==> src/hw/rtl/fshbt_pkg.sv <==
// Shared types, constants and saturating helpers for the flow statistics block.
package fshbt_pkg;

    // Default geometry of the size histogram
    localparam int BIN_COUNT_DEF    = 14;
    localparam int BIN_WIDTH_DEF    = 100;
    localparam int OVERSIZE_LEN_DEF = 1300;

    // Shortest data time reported for a closed burst, in microseconds
    localparam logic [47:0] MIN_DATA_US = 48'd1000;

    // Idle threshold register
    localparam logic [25:0] IDLE_GAP_RESET = 26'd1000000;
    localparam logic [0:0]  REG_IDLE_GAP   = 1'b0;

    // One packet descriptor
    typedef struct packed {
        logic        direction_out;
        logic        is_ipv4;
        logic [7:0]  service_label;
        logic [15:0] payload_len;
        logic [47:0] arrival_time;
    } pkt_t;

    // One statistics result
    typedef struct packed {
        logic        burst_closed;
        logic [47:0] burst_start;
        logic [47:0] burst_data_time;
        logic [47:0] burst_idle_time;
        logic [3:0]  bin_index;
        logic [47:0] bin_value;
        logic [31:0] dir_packets;
        logic [47:0] dir_bytes;
        logic [31:0] dir_data_packets;
        logic [47:0] idle_total;
        logic [7:0]  flow_label;
    } res_t;

    // Size class of a packet, found at input
    typedef struct packed {
        logic empty;
        logic oversize;
    } pkt_class_t;

    // Increment that holds at all ones
    function automatic logic [31:0] sat_inc32(input logic [31:0] a);
        logic [32:0] s;
        s = {1'b0, a} + 33'd1;
        return s[32] ? '1 : s[31:0];
    endfunction

    // 48-bit add that holds at all ones
    function automatic logic [47:0] sat_add48(input logic [47:0] a, input logic [47:0] b);
        logic [48:0] s;
        s = {1'b0, a} + {1'b0, b};
        return s[48] ? '1 : s[47:0];
    endfunction

endpackage

==> src/hw/rtl/fshbt_bin_map.sv <==
// Maps a payload length to its size class and histogram bin.
module fshbt_bin_map #(
    parameter int BIN_COUNT    = fshbt_pkg::BIN_COUNT_DEF,
    parameter int BIN_WIDTH    = fshbt_pkg::BIN_WIDTH_DEF,
    parameter int OVERSIZE_LEN = fshbt_pkg::OVERSIZE_LEN_DEF,
    localparam int IW          = $clog2(BIN_COUNT + 1)
) (
    input  logic [15:0]            len,
    output fshbt_pkg::pkt_class_t  cls,
    output logic [IW-1:0]          bin_idx
);

    // Reciprocal of the bin width, exact for every 16-bit length
    localparam int SHIFT = 16 + $clog2(BIN_WIDTH);
    localparam longint RECIP = ((longint'(1) <<< SHIFT) + BIN_WIDTH - 1) / BIN_WIDTH;
    localparam int PW = SHIFT + 16;

    logic [16:0]   recip;
    logic [PW-1:0] prod;
    logic [15:0]   quot;
    logic [IW-1:0] capped;

    assign recip = 17'(RECIP);
    assign prod  = PW'(len) * PW'(recip);
    assign quot  = prod[SHIFT +: 16];

    // len/width + 1, held in the last regular bin
    always_comb
    begin
        if (quot >= 16'(BIN_COUNT - 2))
            capped = IW'(BIN_COUNT - 1);
        else
            capped = IW'(quot) + IW'(1);
    end

    assign cls.empty    = (len == 16'd0);
    assign cls.oversize = (len >= 16'(OVERSIZE_LEN));

    always_comb
    begin
        if (cls.empty)
            bin_idx = '0;
        else if (cls.oversize)
            bin_idx = IW'(BIN_COUNT);
        else
            bin_idx = capped;
    end

endmodule

==> src/hw/rtl/fshbt_bin_mem.sv <==
// Histogram count store: one read and one write port, per-entry valid bits.
module fshbt_bin_mem #(
    parameter int DEPTH = 2 * fshbt_pkg::BIN_COUNT_DEF,
    localparam int AW   = $clog2(DEPTH)
) (
    input  logic          clk,
    input  logic          rst_n,
    input  logic          rd_en,
    input  logic [AW-1:0] rd_addr,
    output logic [31:0]   rd_data,
    input  logic          wr_en,
    input  logic [AW-1:0] wr_addr,
    input  logic [31:0]   wr_data
);

    logic [31:0]      mem [DEPTH];
    logic [DEPTH-1:0] vld_reg;
    logic [31:0]      rd_data_reg;

    // Entry valid bits: an entry never written reads as zero
    always_ff @(posedge clk or negedge rst_n)
    begin
        if (!rst_n)
            vld_reg <= '0;
        else if (wr_en)
            vld_reg[wr_addr] <= 1'b1;
    end

    // Storage and registered read, write data forwarded on an address match
    always_ff @(posedge clk)
    begin
        if (wr_en)
            mem[wr_addr] <= wr_data;
        if (rd_en)
        begin
            if (wr_en && (wr_addr == rd_addr))
                rd_data_reg <= wr_data;
            else if (vld_reg[rd_addr])
                rd_data_reg <= mem[rd_addr];
            else
                rd_data_reg <= '0;
        end
    end

    assign rd_data = rd_data_reg;

endmodule

==> src/hw/rtl/fshbt_flow_core.sv <==
// Flow state and the single-pass update that forms one result per packet.
module fshbt_flow_core #(
    parameter int BIN_COUNT = fshbt_pkg::BIN_COUNT_DEF,
    localparam int IW       = $clog2(BIN_COUNT + 1)
) (
    input  logic                  clk,
    input  logic                  rst_n,
    input  logic                  upd,
    input  logic [25:0]           idle_gap,
    input  fshbt_pkg::pkt_t       pkt,
    input  fshbt_pkg::pkt_class_t cls,
    input  logic [IW-1:0]         bin_idx,
    input  logic [31:0]           bin_cnt,
    output logic                  bin_wr_en,
    output logic [31:0]           bin_wr_data,
    output fshbt_pkg::res_t       res
);

    logic        first_seen_reg;
    logic [47:0] last_time_reg;
    logic [47:0] idle_sum_reg;
    logic [31:0] pkt_cnt_reg  [2];
    logic [47:0] byte_tot_reg [2];
    logic [31:0] data_cnt_reg [2];
    logic [47:0] ovs_reg      [2];
    logic        label_known_reg;
    logic [7:0]  label_value_reg;
    logic        burst_enabled_reg;
    logic        burst_open_reg;
    logic [47:0] burst_begin_reg;

    logic        d;
    logic [47:0] now;
    logic [47:0] len48;
    logic [31:0] pkt_cnt_next;
    logic [47:0] byte_tot_next;
    logic [31:0] data_cnt_next;
    logic [47:0] ovs_next;
    logic        take_label;
    logic [7:0]  label_value_next;
    logic        enabled_now;
    logic [48:0] diff;
    logic        forward;
    logic [47:0] gap;
    logic        idle;
    logic [47:0] idle_sum_next;
    logic [48:0] span;
    logic [47:0] span_val;
    logic [47:0] data_time;
    logic        closed;
    logic        restart;
    logic [IW+3:0] idx_ext;

    assign d     = pkt.direction_out;
    assign now   = pkt.arrival_time;
    assign len48 = {32'b0, pkt.payload_len};

    // Per-direction counters
    assign pkt_cnt_next  = fshbt_pkg::sat_inc32(pkt_cnt_reg[d]);
    assign byte_tot_next = fshbt_pkg::sat_add48(byte_tot_reg[d], len48);
    assign data_cnt_next = cls.empty ? data_cnt_reg[d] : fshbt_pkg::sat_inc32(data_cnt_reg[d]);
    assign ovs_next      = fshbt_pkg::sat_add48(ovs_reg[d], len48);

    // Histogram count goes back to the store unless oversize
    assign bin_wr_en   = upd && !cls.oversize;
    assign bin_wr_data = fshbt_pkg::sat_inc32(bin_cnt);

    // Label fixed by the first outgoing packet
    assign take_label       = d && !label_known_reg;
    assign label_value_next = take_label ? (pkt.is_ipv4 ? pkt.service_label : 8'd0)
                                         : label_value_reg;
    assign enabled_now      = burst_enabled_reg || (take_label && (label_value_next != 8'd0));

    // Gap since the previous packet; a backwards timestamp is never idle
    assign diff    = {1'b0, now} - {1'b0, last_time_reg};
    assign forward = first_seen_reg && !diff[48];
    assign gap     = forward ? diff[47:0] : 48'd0;
    assign idle    = forward && (gap > {22'b0, idle_gap});
    assign idle_sum_next = idle ? fshbt_pkg::sat_add48(idle_sum_reg, gap) : idle_sum_reg;

    // Data time of the burst being closed
    assign span      = {1'b0, last_time_reg} - {1'b0, burst_begin_reg};
    assign span_val  = span[48] ? 48'd0 : span[47:0];
    assign data_time = (span_val < fshbt_pkg::MIN_DATA_US) ? fshbt_pkg::MIN_DATA_US : span_val;
    assign closed    = enabled_now && burst_open_reg && idle;
    assign restart   = enabled_now && (!burst_open_reg || idle);

    // State update on each transfer into the result register
    always_ff @(posedge clk or negedge rst_n)
    begin
        if (!rst_n)
        begin
            first_seen_reg    <= 1'b0;
            last_time_reg     <= '0;
            idle_sum_reg      <= '0;
            pkt_cnt_reg       <= '{default: '0};
            byte_tot_reg      <= '{default: '0};
            data_cnt_reg      <= '{default: '0};
            ovs_reg           <= '{default: '0};
            label_known_reg   <= 1'b0;
            label_value_reg   <= '0;
            burst_enabled_reg <= 1'b0;
            burst_open_reg    <= 1'b0;
            burst_begin_reg   <= '0;
        end
        else if (upd)
        begin
            first_seen_reg    <= 1'b1;
            last_time_reg     <= now;
            idle_sum_reg      <= idle_sum_next;
            pkt_cnt_reg[d]    <= pkt_cnt_next;
            byte_tot_reg[d]   <= byte_tot_next;
            data_cnt_reg[d]   <= data_cnt_next;
            if (cls.oversize)
                ovs_reg[d]    <= ovs_next;
            label_known_reg   <= label_known_reg | d;
            label_value_reg   <= label_value_next;
            burst_enabled_reg <= enabled_now;
            burst_open_reg    <= burst_open_reg | enabled_now;
            if (restart)
                burst_begin_reg <= now;
        end
    end

    // Result fields
    assign idx_ext = {4'b0, bin_idx};

    always_comb
    begin
        res.burst_closed     = closed;
        res.burst_start      = closed ? burst_begin_reg : 48'd0;
        res.burst_data_time  = closed ? data_time : 48'd0;
        res.burst_idle_time  = closed ? gap : 48'd0;
        res.bin_index        = idx_ext[3:0];
        res.bin_value        = cls.oversize ? ovs_next : {16'b0, bin_wr_data};
        res.dir_packets      = pkt_cnt_next;
        res.dir_bytes        = byte_tot_next;
        res.dir_data_packets = data_cnt_next;
        res.idle_total       = idle_sum_next;
        res.flow_label       = label_value_next;
    end

endmodule

==> src/hw/rtl/flow_size_histogram_burst_tracker_unit.sv <==
// Top level of the per-flow size histogram and burst tracker.
//
//  channel | signals                        | moves
//  --------+--------------------------------+------------------------------
//  pkt     | pkt_valid, pkt_ready, pkt      | one packet descriptor
//  res     | res_valid, res_ready, res      | one statistics result
//  apb     | psel penable pwrite paddr ...  | idle_gap_us at address 0
//
// One packet per cycle sustained while results are taken; each packet
// passes the input register, then the result register, before res_valid
// rises. The limit is the read-modify-write of the histogram count store,
// forwarded between packets.
// Reset clears all counters and the count store valid bits at once; no sweep.
// A stalled result holds both stages; the input still takes a packet while
// the input register is empty or moving on.
module flow_size_histogram_burst_tracker_unit #(
    parameter int BIN_COUNT    = fshbt_pkg::BIN_COUNT_DEF,
    parameter int BIN_WIDTH    = fshbt_pkg::BIN_WIDTH_DEF,
    parameter int OVERSIZE_LEN = fshbt_pkg::OVERSIZE_LEN_DEF
) (
    input  logic            clk,
    input  logic            rst_n,
    input  logic            pkt_valid,
    output logic            pkt_ready,
    input  fshbt_pkg::pkt_t pkt,
    output logic            res_valid,
    input  logic            res_ready,
    output fshbt_pkg::res_t res,
    input  logic            psel,
    input  logic            penable,
    input  logic            pwrite,
    input  logic [2:0]      paddr,
    input  logic [31:0]     pwdata,
    output logic [31:0]     prdata,
    output logic            pready
);

    localparam int IW    = $clog2(BIN_COUNT + 1);
    localparam int DEPTH = 2 * BIN_COUNT;
    localparam int AW    = $clog2(DEPTH);

    logic [25:0]           idle_gap_reg;
    logic                  in_vld_reg;
    fshbt_pkg::pkt_t       in_pkt_reg;
    fshbt_pkg::pkt_class_t in_cls_reg;
    logic [IW-1:0]         in_idx_reg;
    logic [AW-1:0]         in_addr_reg;
    logic                  res_vld_reg;
    fshbt_pkg::res_t       res_reg;

    fshbt_pkg::pkt_class_t map_cls;
    logic [IW-1:0]         map_idx;
    logic [AW-1:0]         map_addr;
    logic                  accept;
    logic                  advance;
    logic [31:0]           bin_cnt;
    logic                  bin_wr_en;
    logic [31:0]           bin_wr_data;
    fshbt_pkg::res_t       core_res;
    logic                  cfg_wr;

    // Register port
    assign pready = 1'b1;
    assign cfg_wr = psel && penable && pwrite && (paddr[2] == fshbt_pkg::REG_IDLE_GAP);
    assign prdata = (paddr[2] == fshbt_pkg::REG_IDLE_GAP) ? {6'b0, idle_gap_reg} : 32'd0;

    always_ff @(posedge clk or negedge rst_n)
    begin
        if (!rst_n)
            idle_gap_reg <= fshbt_pkg::IDLE_GAP_RESET;
        else if (cfg_wr)
            idle_gap_reg <= pwdata[25:0];
    end

    // Pipeline flow control
    assign advance   = in_vld_reg && (!res_vld_reg || res_ready);
    assign pkt_ready = !in_vld_reg || advance;
    assign accept    = pkt_valid && pkt_ready;

    // Bin of the arriving packet and its count store address
    fshbt_bin_map #(
        .BIN_COUNT    (BIN_COUNT),
        .BIN_WIDTH    (BIN_WIDTH),
        .OVERSIZE_LEN (OVERSIZE_LEN)
    ) u_bin_map (
        .len     (pkt.payload_len),
        .cls     (map_cls),
        .bin_idx (map_idx)
    );

    assign map_addr = pkt.direction_out ? (AW'(BIN_COUNT) + AW'(map_idx)) : AW'(map_idx);

    // Input register
    always_ff @(posedge clk or negedge rst_n)
    begin
        if (!rst_n)
            in_vld_reg <= 1'b0;
        else if (pkt_ready)
            in_vld_reg <= pkt_valid;
    end

    always_ff @(posedge clk)
    begin
        if (accept)
        begin
            in_pkt_reg  <= pkt;
            in_cls_reg  <= map_cls;
            in_idx_reg  <= map_idx;
            in_addr_reg <= map_addr;
        end
    end

    // Histogram counts, read as the packet enters the input register
    // (oversize packets have no count entry)
    fshbt_bin_mem #(
        .DEPTH (DEPTH)
    ) u_bin_mem (
        .clk     (clk),
        .rst_n   (rst_n),
        .rd_en   (accept && !map_cls.oversize),
        .rd_addr (map_addr),
        .rd_data (bin_cnt),
        .wr_en   (bin_wr_en),
        .wr_addr (in_addr_reg),
        .wr_data (bin_wr_data)
    );

    fshbt_flow_core #(
        .BIN_COUNT (BIN_COUNT)
    ) u_flow_core (
        .clk         (clk),
        .rst_n       (rst_n),
        .upd         (advance),
        .idle_gap    (idle_gap_reg),
        .pkt         (in_pkt_reg),
        .cls         (in_cls_reg),
        .bin_idx     (in_idx_reg),
        .bin_cnt     (bin_cnt),
        .bin_wr_en   (bin_wr_en),
        .bin_wr_data (bin_wr_data),
        .res         (core_res)
    );

    // Result register
    always_ff @(posedge clk or negedge rst_n)
    begin
        if (!rst_n)
            res_vld_reg <= 1'b0;
        else if (advance)
            res_vld_reg <= 1'b1;
        else if (res_ready)
            res_vld_reg <= 1'b0;
    end

    always_ff @(posedge clk)
    begin
        if (advance)
            res_reg <= core_res;
    end

    assign res_valid = res_vld_reg;
    assign res       = res_reg;

endmodule

==> config.mk <==
export PLATFORM = sky130hd
export DESIGN_NAME = flow_size_histogram_burst_tracker_unit
export DESIGN_NICKNAME = d
export VERILOG_FILES = /design/src/hw/rtl/fshbt_pkg.sv /design/src/hw/rtl/fshbt_bin_map.sv /design/src/hw/rtl/fshbt_bin_mem.sv /design/src/hw/rtl/fshbt_flow_core.sv /design/src/hw/rtl/flow_size_histogram_burst_tracker_unit.sv
export SDC_FILE = /design/constraint.sdc
export NUM_CORES = 2
export LEC_CHECK = 0
export BUFFER_PORTS_ARGS = -buffer_cell sky130_fd_sc_hd__buf_2
export CORE_MARGIN = 3
export CORE_UTILIZATION = 55
export CTS_CLUSTER_SIZE = 14
export DETAILED_ROUTE_END_ITERATION = 12
export GPL_TIMING_DRIVEN = 0
export PLACE_DENSITY_LB_ADDON = 0.05
export SYNTH_ARGS = -nofsm -noshare
export SYNTH_HDL_FRONTEND = slang
export SYNTH_SLANG_ARGS = --single-unit
==> constraint.sdc <==
create_clock -name clk -period 22.4 [get_ports clk]
set_clock_uncertainty 0.2 [all_clocks]
set_input_delay 1.12 -clock clk [delete_from_list [all_inputs] [get_ports clk]]
set_output_delay 1.12 -clock clk [all_outputs]
set_load 0.005 [all_outputs]
==> run metrics <==
Min Clock Period, post-route=12.47 ns; post-route design area=0.109 mm²; height of the die=423 µm; hold depth=0; final net count=10,100; number of standard cells in the layout, taps in and fillers out=12,000; Hold Vio Cnt, Final=0; IO buf count=499; post-synthesis to final-layout area growth=14.1%; CP max stage cell=sky130_fd_sc_hd__buf_1; global-route wire length before repair=468 mm; horizontal die dimension=423 µm; combinational family with the most area after synthesis=simple AND/OR/NAND/NOR gates; average wire per cell in the routed design=26.6 µm; cell with the most instances on the worst path=sky130_fd_sc_hd__buf_2; commonest non-fill, non-tap cells in the layout=sky130_fd_sc_hd__nand2_1, sky130_fd_sc_hd__edfxtp_1, sky130_fd_sc_hd__nor2_1, sky130_fd_sc_hd__buf_2, sky130_fd_sc_hd__dfrtp_1; vias in the first global route=71,000; basic-gate share of the synthesized area counting and, or, nand and nor cells=15.2%; peak supply drop=0.110 mV; worst path buffer plus inverter count=15; slew at the pin closest to its max-slew limit=1.45 ns; Final setup violation count=0; adder-cell area share of the yosys netlist=6.72%; reported leakage power=0.0449 µW; final core occ=63.4%; routability-driven placement congestion ratio=0.985; netlist area before placement=0.0959 mm²; number of clock sinks=1,909; number of primary I/O pins=516; required time worst endpoint=22.72 ns; #FFs+latches synth=1,909; terminating pin of the worst hold path=res[217]$_DFFE_PP_; maximum level of the CTS H-tree=4; setup slack of the worst register-to-register path=9.93 ns; CP arrival=12.79 ns; reg-to-reg critical path endpoint=res[109]$_DFFE_PP_; detailed-route wire length=320 mm; Vias per Instance=6.12; number of placement rows=152; Worst setup SP type=flop; post-synthesis compound-gate area fraction=11.4%; outcome=finished, final reports clean; Worst R2R Start=in_pkt_reg[73]$_DFFE_PP_; Final Cycle Share=55.7%; sequential fraction of the synthesis area=57.0%; clock latency reported for the late side of the worst-skew pair=0.87 ns; cts bufs inserted=198; number of warnings issued by yosys=0; count of unresolved DRC violations after routing=0; max reg flops=896; detailed placement HPWL=235 mm; CTS tree=done; synthesized netlist cell count=8,766; most frequent standard cell in the layout excluding fill and tap cells=sky130_fd_sc_hd__nand2_1; synthesized area per cell=10.9 µm²; maximum fanout along the worst path=10; highest cell delay on the worst timing path=0.92 ns; relative slew slack=2.93%; predominant post-synthesis flop cell=sky130_fd_sc_hd__edfxtp_1; cell count of the worst reg-to-reg path=31; Max Buffers Root-to-Sink=3; number of vias after detailed routing=73,500; clock-pin slew on the worst setup and hold paths=0.06 ns; pin count of the biggest net entering global routing=107; multiplexer area fraction after synthesis=3.08%; setup TNS after final layout=0 ns; die area=0.179 mm²; Root Buffer Master=sky130_fd_sc_hd__clkbuf_16; setup repair after global routing missed its margin=false; Fmax=80.2 MHz; standard cell core area=0.172 mm²; Tightest Hold Check Type=flop to flop; kind of cell adding the most delay to the critical path=buffers and inverters; critical hold path startpoint=in_idx_reg[1]$_DFFE_PP_; share of cells above drive strength 1=13.9%; Detailed Route Iter0 Violations=8,474; FFs w/ async S/R, synth=27.9%; Crit. End Element=flop; leftover overflow at the end of global routing=0; Initial Utilization=55.6%; area share of xor/xnor cells in the synthesized design=2.58%; Critical Setup Path Class=flop to flop; DRT Pass-1 Iters=6; number of max-cap violations=0; post-detailed-placement cell area=0.103 mm²; total routing resource utilization after global routing=35.2%; max-slew violation total from the final report=0; number of synthesized flops with an enable pin=1,377; cell total after placement=11,600; number of antenna violations at the first check in global routing=17; areal power density over the cells=122 mW/mm²; Unique masters post-synth=99; Detail Route Antenna Nets=0
how the worst max path moves through the flow:
stage	from	endpoint	slack, ns	cells past startpoint
floorplan	res_ready	u_flow_core.last_time_reg[38]$_DFFE_PN0P_	9.26	7
global placement	res_ready	u_flow_core.last_time_reg[38]$_DFFE_PN0P_	2.63	8
detailed placement	in_pkt_reg[73]$_DFFE_PP_	res[109]$_DFFE_PP_	10.18	31
CTS	in_pkt_reg[73]$_DFFE_PP_	res[109]$_DFFE_PP_	10.18	31
global route	in_pkt_reg[73]$_DFFE_PP_	res[109]$_DFFE_PP_	9.23	31
finish	in_pkt_reg[73]$_DFFE_PP_	res[109]$_DFFE_PP_	9.93	31
worst reg2reg max path, delay by kind of cell, from the launching register on:
kind / cells / cell delay (ns)
compound gates: 11 / 2.76
simple gates: 2 / 0.67
buf+inv: 15 / 7.34
flops: 1 / 0.34
mux: 1 / 0.42
fa+ha+maj: 2 / 0.41
per-layer routing:
layer  part of all wire, %  vias up  routed length (µm)  track usage, %
met2                    45     3560              143000            53.9
met1                    40    36300              128000            46.9
li1                      -    32900                   -               -
met3                   8.5      757               27300            6.52
met5                 0.019        -                  60               0
met4                   6.8       10               21800            21.0
cell families (layout without fill, tap and decap cells):
| kind of cell | after synthesis | count (layout) |
|---|---|---|
| mux | 269 | 269 |
| simple gates | 3218 | 3218 |
| buf+inv | 926 | 1844 |
| flops | 1909 | 1909 |
| compound gates | 1706 | 1706 |
| xor+xnor | 282 | 282 |
| fa+ha+maj | 454 | 454 |
| other cells | 2 | 22 |
timing repair:
action,in CTS,in global routing
endpoints found under the hold margin,40,0
hold buffers,1,0
buffers inserted,0,0
endpoints found under the setup margin,0,0
resized for setup,0,0
power by group:
group	switching [µW]	leakage (µW)	internal, µW	total [µW]
Combinational	3500	0.0225	1960	5450
Clock	1460	0.00324	1910	3370
Sequential	267	0.0192	4300	4570
Total	5220	0.0449	8170	13400
cell usage after synthesis (18+ instances only):
| master | n | area share, % |
|---|---|---|
| sky130_fd_sc_hd__o21ai_0 | 424 | 2.2 |
| sky130_fd_sc_hd__xor2_1 | 135 | 1.2 |
| sky130_fd_sc_hd__mux2i_1 | 96 | 1.0 |
| sky130_fd_sc_hd__or2_2 | 57 | 0.37 |
| sky130_fd_sc_hd__a31oi_1 | 181 | 1.2 |
| sky130_fd_sc_hd__and3_1 | 181 | 1.2 |
| sky130_fd_sc_hd__o22ai_1 | 50 | 0.33 |
| sky130_fd_sc_hd__a21o_1 | 130 | 1.0 |
| sky130_fd_sc_hd__a21oi_1 | 445 | 2.3 |
| sky130_fd_sc_hd__fa_1 | 102 | 2.1 |
| sky130_fd_sc_hd__a32oi_1 | 27 | 0.25 |
| sky130_fd_sc_hd__or3_1 | 29 | 0.19 |
| sky130_fd_sc_hd__o21a_1 | 29 | 0.23 |
| sky130_fd_sc_hd__nor2b_1 | 99 | 0.65 |
| sky130_fd_sc_hd__buf_1 | 53 | 0.21 |
| sky130_fd_sc_hd__o2111ai_1 | 35 | 0.32 |
| sky130_fd_sc_hd__nand2_1 | 1505 | 5.9 |
| sky130_fd_sc_hd__clkbuf_1 | 283 | 1.1 |
| sky130_fd_sc_hd__edfxtp_1 | 1377 | 43 |
| sky130_fd_sc_hd__inv_1 | 460 | 1.8 |
| sky130_fd_sc_hd__nand3b_1 | 61 | 0.48 |
| sky130_fd_sc_hd__o221a_2 | 49 | 0.58 |
| sky130_fd_sc_hd__o211ai_1 | 62 | 0.49 |
| sky130_fd_sc_hd__xnor2_1 | 147 | 1.3 |
| sky130_fd_sc_hd__nand2b_1 | 55 | 0.36 |
| sky130_fd_sc_hd__a32o_1 | 18 | 0.19 |
| sky130_fd_sc_hd__buf_4 | 21 | 0.16 |
| sky130_fd_sc_hd__buf_6 | 19 | 0.22 |
| sky130_fd_sc_hd__o21bai_1 | 28 | 0.22 |
| sky130_fd_sc_hd__mux2_2 | 169 | 2.0 |
| sky130_fd_sc_hd__nor3_1 | 90 | 0.47 |
| sky130_fd_sc_hd__and2_1 | 50 | 0.33 |
| sky130_fd_sc_hd__a211oi_1 | 21 | 0.16 |
| sky130_fd_sc_hd__dfrtp_1 | 525 | 14 |
| sky130_fd_sc_hd__a311o_1 | 30 | 0.31 |
| sky130_fd_sc_hd__nor2_1 | 613 | 2.4 |
| sky130_fd_sc_hd__nand4_1 | 113 | 0.74 |
| sky130_fd_sc_hd__buf_2 | 86 | 0.45 |
| sky130_fd_sc_hd__ha_1 | 352 | 4.6 |
| sky130_fd_sc_hd__nand3_1 | 288 | 1.5 |
| sky130_fd_sc_hd__o31ai_1 | 22 | 0.17 |
| sky130_fd_sc_hd__nor4_1 | 21 | 0.14 |
metrics by stage:
step	setup WS (ns)	power, µW	hold slack, ns
finish	9.93	13400	0.220
global route	9.23	14100	0.195
CTS	10.18	13300	0.174
detailed placement	10.18	9980	0.206
global placement	2.63	9920	0.204
floorplan	9.26	8160	0.200
layout make-up:
type                       count  area [µm²]
multi-input combinational   5936       37700
buffer                       462        2070
clock buffer                 256        5360
tap                         2310        2890
inverter                     464        1750
antenna                       15        37.5
timing repair buffer         548        3650
clock inverter               114        1260
sequential                  1909       54700
fill                       13900       63100
Power figures use the tool's default switching activity.
